--- src/sv/ppp_pkg.sv ---
// Shared types and constants for the pinhole point projection pipeline.
package ppp_pkg;

    // Widths fixed by the channel fields and the 64-bit accumulator.
    localparam int SUM_W       = 64;
    localparam int MAG_W       = SUM_W + 2;
    localparam int QMAX        = 25;
    localparam int HALF_W      = 32;
    localparam int POINT_FLD_W = 24;
    localparam int PIXEL_FLD_W = 16;
    localparam int DIM_W       = 15;
    localparam int POINT_FRAC  = 10;
    localparam int NUM_PAIRS   = 6;
    localparam int CFG_IDX_W   = 3;

    // Parameter defaults.
    localparam int COEF_WIDTH_DEF  = 32;
    localparam int POINT_WIDTH_DEF = 24;
    localparam int PIXEL_WIDTH_DEF = 16;

    // Reset values of the image size.
    localparam logic [DIM_W-1:0] WIDTH_RST  = 15'd640;
    localparam logic [DIM_W-1:0] HEIGHT_RST = 15'd480;

    typedef enum logic [CFG_IDX_W-1:0] {
        CFG_PAIR0  = 3'd0,
        CFG_PAIR1  = 3'd1,
        CFG_PAIR2  = 3'd2,
        CFG_PAIR3  = 3'd3,
        CFG_PAIR4  = 3'd4,
        CFG_PAIR5  = 3'd5,
        CFG_WIDTH  = 3'd6,
        CFG_HEIGHT = 3'd7
    } t_cfg_idx;

    typedef struct packed {
        logic signed [POINT_FLD_W-1:0] point_x;
        logic signed [POINT_FLD_W-1:0] point_y;
        logic signed [POINT_FLD_W-1:0] point_z;
    } t_point_in;

    typedef struct packed {
        logic signed [PIXEL_FLD_W-1:0] pixel_u;
        logic signed [PIXEL_FLD_W-1:0] pixel_v;
        logic                          in_image;
        logic                          behind_camera;
    } t_pixel_out;

    typedef logic [NUM_PAIRS-1:0][2*HALF_W-1:0] t_coefs;

    typedef struct packed {
        logic [SUM_W-1:0] nu;
        logic [SUM_W-1:0] nv;
        logic [SUM_W-1:0] d;
    } t_sums;

    // Beat handed from cell to cell of the divider chain.
    typedef struct packed {
        logic [MAG_W-1:0] rem_u;
        logic [MAG_W-1:0] rem_v;
        logic [QMAX-1:0]  quo_u;
        logic [QMAX-1:0]  quo_v;
        logic [SUM_W-1:0] div;
        logic             neg_u;
        logic             neg_v;
        logic             ovf_u;
        logic             ovf_v;
        logic             behind;
    } t_div;

endpackage

--- src/sv/ppp_div_cell.sv ---
// One restoring-division cell: settles quotient bit K of both rows.
module ppp_div_cell #(
    parameter int K = 0
) (
    input  logic          i_clk,
    input  logic          i_rst_n,
    input  logic          i_valid,
    input  ppp_pkg::t_div i_data,
    input  logic          i_next_en,
    output logic          o_en,
    output logic          o_valid,
    output ppp_pkg::t_div o_data
);
    localparam int XW = ppp_pkg::MAG_W + ppp_pkg::QMAX;

    logic          r_valid;
    ppp_pkg::t_div r_data;
    ppp_pkg::t_div n_data;
    logic [XW-1:0] dsh;
    logic          ge_u;
    logic          ge_v;

    assign o_en = !r_valid || i_next_en;

    // Subtract the shifted divisor where it fits.
    assign dsh  = XW'(i_data.div) << K;
    assign ge_u = XW'(i_data.rem_u) >= dsh;
    assign ge_v = XW'(i_data.rem_v) >= dsh;
    always_comb begin
        n_data = i_data;
        if (ge_u) n_data.rem_u = i_data.rem_u - dsh[ppp_pkg::MAG_W-1:0];
        if (ge_v) n_data.rem_v = i_data.rem_v - dsh[ppp_pkg::MAG_W-1:0];
        n_data.quo_u[K] = ge_u;
        n_data.quo_v[K] = ge_v;
    end

    always_ff @(posedge i_clk) begin
        if (!i_rst_n) begin
            r_valid <= 1'b0;
        end else if (o_en) begin
            r_valid <= i_valid;
        end
    end

    always_ff @(posedge i_clk) begin
        if (o_en) r_data <= n_data;
    end

    assign o_valid = r_valid;
    assign o_data  = r_data;
endmodule

--- config.mk ---
export PLATFORM = sky130hd
export DESIGN_NAME = ppp_div_cell
export DESIGN_NICKNAME = d
export VERILOG_FILES = /design/src/sv/ppp_pkg.sv /design/src/sv/ppp_div_cell.sv
export SDC_FILE = /design/constraint.sdc
export NUM_CORES = 1
export LEC_CHECK = 0
export BUFFER_PORTS_ARGS = -buffer_cell sky130_fd_sc_hd__buf_2
export CELL_PAD_IN_SITES_DETAIL_PLACEMENT = 1
export CELL_PAD_IN_SITES_GLOBAL_PLACEMENT = 2
export CORE_ASPECT_RATIO = 1.4
export CORE_MARGIN = 2
export CORE_UTILIZATION = 32
export CTS_CLUSTER_DIAMETER = 80
export DETAILED_ROUTE_END_ITERATION = 16
export PLACE_DENSITY = 0.93
export REMOVE_ABC_BUFFERS = 1
export SLEW_MARGIN = 20
export SYNTH_ARGS = -nofsm -noshare
export SYNTH_HDL_FRONTEND = slang
export SYNTH_SLANG_ARGS = --single-unit
export TNS_END_PERCENT = 30
--- constraint.sdc ---
create_clock -name i_clk -period 8 [get_ports i_clk]
set_input_delay 0.4 -clock i_clk [delete_from_list [all_inputs] [get_ports i_clk]]
set_output_delay 0.4 -clock i_clk [all_outputs]
set_load 0.05 [all_outputs]
# == After elaboration in Yosys (flattened, before gate mapping) ==
# Index checks and enable logic that the tools add are counted.
# Widths: inputs -> output; s select.
# totals
in_bits,255
regBits,252
word_cells,19
# op_classes
magnitude_cmp,2
n_reduce_logical,2
mux,2
addsub,2
# ops
operator,count
$ge 66x64->1,2
$mux 66,2
$sub 66x64->66,2
$logic_not 1->1,1
$logic_or 1x1->1,1

# == Depth between registers and ports, before layout ==
# Gate-level depths: netlist of run 1.
# logic_depth
word_depth,2
mapped_depth,16
mapped_depth_nobuf,14

# == Worst setup path after synthesis of run 1 ==
# Ideal clock, no wire load.
# synth_timing
path_type,in2reg
startpoint,input i_next_en
endpoint,register r_valid (netlist: o_valid)
t_required_ns,7.564
path_stages,2
t_arrival_ns,7.350
setup_slack_ns,0.214
cell_sequence,nand2b_1 a21boi_0
# synth_between
elab_chain_len,1
# synth_rtl
element,line_no,rtl
start: declaration,ppp_div_cell.sv:9,"input logic i_next_en,"
$logic_or 1x1->1,ppp_div_cell.sv:23,assign o_en = !r_valid || i_next_en;
end signal: assignment,ppp_div_cell.sv:41,r_valid <= i_valid;
end: declaration,ppp_div_cell.sv:16,logic r_valid;
# Every way passes these cells.
# A chain may end at the register's enable or synchronous reset.

==> flow_metrics.py, run 1 <==
metrics = {
    "status": {
        "outcome": "finished clean",
    },
    "sta": {
        "tightestPinTransition_ns": 1.01,
        "fin_skew_ns": 0.0214,
        "drv_slew": 0,
        "setup_viol": 0,
        "fin_setup_tns_ns": 0,
        "slew_headroom_pct": 31.9,
        "period_minus_slack_ns": 5.10,
        "rsz0062_at_grt": "no",
        "period_share_pct": 63.7,
        "hold_viol": 0,
        "max_freq_mhz": 196,
    },
    "power_and_ir_drop": {
        "seq_power_share_pct": 34.9,
        "peakVddDrop_v": 0.000168,
        "power.switching_fraction_pct": 41.1,
        "p_leak_nw": 9.50,
        "p_int_mw": 2.98,
        "power.density_nw_per_um2": 229,
        "power_switching_mw": 2.08,
        "p_clk_share_pct": 26.9,
        "combPwrFrac_pct": 38.2,
    },
    "clock_tree": {
        "cts_hold_buf": 87,
        "clock_sinks": 252,
        "cts_setup_buffers": 0,
        "path_clk_slew_ns": 0.06,
        "cts_inserted_buffers": 30,
        "cts_htree_levels": 1,
        "clock_path_buffers": 3,
        "cts_tree": "done",
        "clk_latency_ns": 0.59,
        "ctsResizeCount": 0,
        "root_buffer": "clkbuf_16",
    },
    "setup_path": {
        "worstPathMaxFanout": 6,
        "worst-setup-path-type": "in2reg",
        "worst_ep_required_time_ns": 8.31,
        "cp-start-kind": "primary input",
        "endpoint_kind": "register",
        "crit_arrival_ns": 5.41,
    },
    "drt": {
        "drt-initial-drc-count": 612,
        "drt-wirelength-per-cell_um": 23.2,
        "via_count": 16300,
        "drcViolationCount": 0,
        "drt-pass1-iter-count": 5,
        "drtAntennaViolNets": 0,
        "wl_um": 71400,
        "avgViaCountPerCell": 5.28,
    },
    "floorplan": {
        "coreArea_um2": 53100,
        "io_pins": 508,
        "start_util_pct": 32.4,
        "dieHeight_um": 278,
        "die_x_um": 200,
        "fp.dieArea_um2": 55500,
        "rows": 100,
    },
    "synth": {
        "syn_avg_cell_area_um2": 9.57,
        "async_reset_ff_share_pct": 0,
        "ys.flop_type": "edfxtp_1",
        "ys_seq_area_share_pct": 44.0,
        "synth_compound_area_share_pct": 21.7,
        "synth_edf_count": 251,
        "synth_top_family_by_area": "compound AO/OA/AOI/OAI gates",
        "yosys_warnings": 0,
        "synth.area.mux_share_pct": 0.649,
        "synth_xor_area_share_pct": 6.28,
        "syn-cell-area_um2": 17200,
        "netlist_instances": 1793,
        "synth-seq-cells": 252,
        "synthAdderAreaFrac_pct": 9.56,
        "ys_types": 80,
        "synth-simple-area-share_pct": 13.4,
    },
    "global_route": {
        "grt_pass1_vias": 17400,
        "grt_pass1_wl_um": 104000,
        "grt_overflow": 0,
        "grt_start_max_net_pins": 100,
        "gr-usage-all-layers_pct": 24.8,
        "antenna_found_initial": 16,
    },
    "finish": {
        "layout.nets": 2718,
        "design_area_um2": 22100,
        "multi_input_area_um2": 8870,
        "drive_above_1_share_pct": 25.7,
        "ff_latch_area_um2": 7560,
        "fillers": 6291,
        "final_common_cell": "buf_2",
        "final_cell_mix": "505 x buf_2, 251 x edfxtp_1, 220 x nand2_1",
        "areaGrowthSynthToFinish_pct": 29.0,
    },
    "placement": {
        "gp_congestion": 0.924,
        "portBuffers": 505,
        "dp.final_hpwl_um": 56800,
        "place_area_um2": 20300,
    },
    "min_path": {
        "hold_path_class": "in2reg",
    },
    "run": {
        "maxCapViolCount": 0,
    },
}
kinds of logic (layout without fill, tap and decap cells):
logic type	count (synthesis)	count (layout)
adder cells (fa/ha/maj)	130	130
AO/OA/AOI/OAI	599	599
flip-flops	252	252
other	0	12
multiplexers	10	10
buffers and inverters	191	754
XOR/XNOR	123	123
AND/OR/NAND/NOR	488	488
routing by layer:
layer  routed length (um)  track usage [%]  vias up
met5                   41                0        -
met4                 3710             12.9        6
met3                 3620             3.55      145
met2                37800             46.6      510
met1                26200             26.5     7888
li1                     -                -     7727
stage by stage:
| step | total power, mW | instances | utilization (%) | hold WS, ns | worst slack, ns |
|---|---|---|---|---|---|
| 5_1_grt | 5.27 | 3082 | 41.7 | 0.00886 | 2.76 |
| 6_report | 5.06 | 3082 | 41.7 | 0.0231 | 2.90 |
| 3_3_place_gp | 3.65 | 2928 | 38.2 | 0.576 | 2.90 |
| 3_5_place_dp | 3.68 | 2928 | 38.2 | 0.578 | 2.84 |
| 2_1_floorplan | 3.13 | 1700 | - | 0.499 | 0.214 |
| 4_1_cts | 5.09 | 3070 | 41.7 | 0.000972 | 2.91 |
area by class of cell:
class	count	share of cell area, %
multi-input cells	1350	40.1
flip-flops and latches	252	34.1
repair buffers	601	15.7
well taps	714	4.04
clock buffers	38	3.53
inverters	98	1.66
clock inverters	17	0.791
diodes	12	0.136
path summary, 6_finish.rpt:
check / slack [ns] / from / cells after the start / end
worst max-delay path: 2.90 / i_data[9] / 14 / o_data[250]
worst min-delay path: 0.02 / i_data[27] / 1 / o_data[27]
worst max register to register: 5.46 / o_valid / 3 / o_data[211]
worst min register to register: 0.99 / o_valid / 1 / o_data[113]
critical path, cell delays in order:
cell           delay (ns)
dlygate4sd3_1        0.52
buf_2                0.11
inv_1                0.07
ha_1                 0.39
nand4_1              0.38
a21oi_1              0.49
nor3_1               0.18
nor4_1               0.90
o21ai_0              0.49
a31oi_1              0.46
o221ai_1             0.26
o21ai_0              0.42
a211oi_1             0.16
xor2_1               0.17
cell usage after synthesis, types with 10 or more instances:
cell        n  area, um2
a211oi_1   15        113
a21boi_0   11       82.6
a21o_1     67        503
a21oi_1   159        796
a31oi_1    15       93.8
and2_1     13       81.3
buf_2      17       85.1
clkbuf_1   73        274
edfxtp_1  251       7540
ha_1      128       1600
inv_1      98        368
nand2_1   220        826
nand3_1    30        150
nand4_1    53        332
nor2_1     74        278
nor2b_1    13       81.3
nor3_1     21        105
o21a_1     15        113
o21ai_0   206       1030
o21bai_1   25        188
o31ai_1    10       75.1
or2_2      12       75.1
xnor2_1    68        596
xor2_1     55        482
flip-flops by register name (all words and copies together) (netlist names):
signal	count
o_data	251
o_valid	1
power by group through the flow:
stage               Sequential (mW)  Combinational, mW  Clock, mW
global route                   1.78               2.05       1.43
floorplan                      2.48              0.650          0
finish                         1.77               1.93       1.36
detailed placement             1.79               1.89          0
global placement               1.78               1.86          0
CTS                            1.77               1.93       1.39
(Power assumes the default switching activity.)
==> run 2: changes to the inputs <==
- clock period: 8 -> 4.8 ns (I/O delays scaled with it)
==> run 2 against run 1 <==
Core utilization is 2.8 points higher. Routed wire length increased by 6.7%. Die area is the same. Largest cell class unchanged. Largest power group unchanged.
==> flow_metrics.py, run 2 (synthesized netlist as in run 1, its figures left out) <==
metrics = {
    "status": {
        "outcome": "finished clean",
    },
    "placement": {
        "place_ws_ns": 0.543,
        "dp.final_hpwl_um": 57700,
        "gp_congestion": 0.896,
        "portBuffers": 505,
    },
    "global_route": {
        "grt_pass1_vias": 18800,
        "grt_pass1_wl_um": 112000,
        "grt_start_max_net_pins": 86,
        "gr-usage-all-layers_pct": 26.5,
        "antenna_found_initial": 9,
        "grt_overflow": 0,
    },
    "sta": {
        "period_share_pct": 92.5,
        "worst_slack_ns": 0.359,
        "tightestPinTransition_ns": 0.893,
        "fin_skew_ns": 0.0198,
        "drv_slew": 0,
        "slew_headroom_pct": 40.5,
        "setup_viol": 0,
        "hold_viol": 0,
        "period_minus_slack_ns": 4.44,
        "rsz0062_at_grt": "no",
        "whs_ns": 0.00508,
        "max_freq_mhz": 225,
        "fin_setup_tns_ns": 0,
    },
    "finish": {
        "drive_above_1_share_pct": 24.7,
        "areaGrowthSynthToFinish_pct": 37.6,
        "largest_register_ffs": 251,
        "layout.nets": 2870,
        "final_cell_mix": "505 x buf_2, 251 x edfxtp_1, 223 x dlygate4sd3_1",
        "fillers": 6237,
        "final_common_cell": "buf_2",
    },
    "drt": {
        "wl_um": 76200,
        "drt-pass1-iter-count": 4,
        "via_count": 17200,
        "drtAntennaViolNets": 0,
        "avgViaCountPerCell": 5.31,
        "drcViolationCount": 0,
        "drt-wirelength-per-cell_um": 23.6,
        "drt-initial-drc-count": 656,
    },
    "setup_path": {
        "worst_ep_required_time_ns": 5.12,
        "worstPathMaxFanout": 5,
        "ff2ff_setup_slack_ns": 2.66,
        "crit_arrival_ns": 4.76,
        "crit_start": "i_data[8]",
        "cp-start-kind": "primary input",
        "endpoint_kind": "register",
        "worst-setup-path-type": "in2reg",
        "worstReg2RegStart": "o_valid",
    },
    "run": {
        "maxCapViolCount": 0,
    },
    "clock_tree": {
        "clock_path_buffers": 3,
        "cts_tree": "done",
        "clk_latency_ns": 0.59,
        "cts_inserted_buffers": 29,
        "clock_sinks": 252,
        "path_clk_slew_ns": 0.06,
        "cts_htree_levels": 1,
        "root_buffer": "clkbuf_16",
    },
    "power_and_ir_drop": {
        "power.density_nw_per_um2": 360,
        "p_leak_nw": 10.1,
        "peakVddDrop_v": 0.000280,
    },
    "min_path": {
        "min-delay-start": "i_data[210]",
        "hold_path_class": "in2reg",
    },
    "floorplan": {
        "io_pins": 508,
        "dieHeight_um": 278,
        "coreArea_um2": 53100,
        "rows": 100,
        "start_util_pct": 32.4,
        "fp.dieArea_um2": 55500,
        "die_x_um": 200,
    },
}
run 2: cell count changes in the layout (fill, tap and decap cells not counted), moves of 4 or more:
cell           delta
buf_12            +5
buf_4            +12
clkinv_1          +4
dlygate4sd3_1   +136
run 2: where the power goes:
| part | total (mW) | switching (mW) | internal [mW] | leakage, nW |
|---|---|---|---|---|
| clock network | 2.17 | 1.00 | 1.17 | 0.414 |
| logic | 3.38 | 2.42 | 0.963 | 7.10 |
| registers | 2.95 | 0.117 | 2.83 | 2.62 |
run 2: path summary, 6_finish.rpt:
kind                      end  cells after the start
hold reg to reg    o_data[92]                      1
setup reg to reg      o_valid                      4
setup / recovery  o_data[248]                     15
hold / removal    o_data[210]                      3
run 2: through the flow:
stage	utilization (%)	total power, mW	area (um2)	instances
after floorplan	-	5.22	16800	1700
after global placement	38.6	6.10	20500	2945
after detailed placement	38.6	6.16	20500	2945
after CTS	44.5	8.49	23600	3220
after global routing	44.5	8.82	23600	3229
final	44.5	8.50	23600	3229
run 2: what timing repair did:
item	CTS	global route
endpoints found under the hold margin	222	0
buffers inserted	0	0
hold buffers	223	0
gates resized for setup	0	0
run 2: layout make-up:
class,instances,area [um2],area share [%]
well taps,714,893,3.78
diodes,9,22.5,0.0954
flip-flops and latches,252,7560,32.0
clock buffers,34,744,3.15
repair buffers,754,5020,21.2
inverters,98,368,1.56
clock inverters,18,145,0.615
multi-input cells,1350,8870,37.6
run 2: worst max-delay path, stage by stage:
cell	delay [ns]
dlygate4sd3_1	0.54
buf_2	0.12
inv_1	0.07
ha_1	0.39
nand4_1	0.31
a21oi_1	0.51
o211ai_1	0.31
a2111oi_0	0.78
buf_4	0.25
o31ai_1	0.13
nor2_1	0.17
o21ai_0	0.17
o41ai_1	0.50
xnor2_1	0.17
o21ai_1	0.07
run 2: layer usage:
layer / track usage, % / up-vias / share of wire [%]
met1: 27.9 / 8351 / 36
li1: - / 8015 / -
met5: 0 / - / 0
met2: 50.4 / 603 / 53
met3: 3.27 / 192 / 4.8
met4: 14.2 / 0 / 5.7
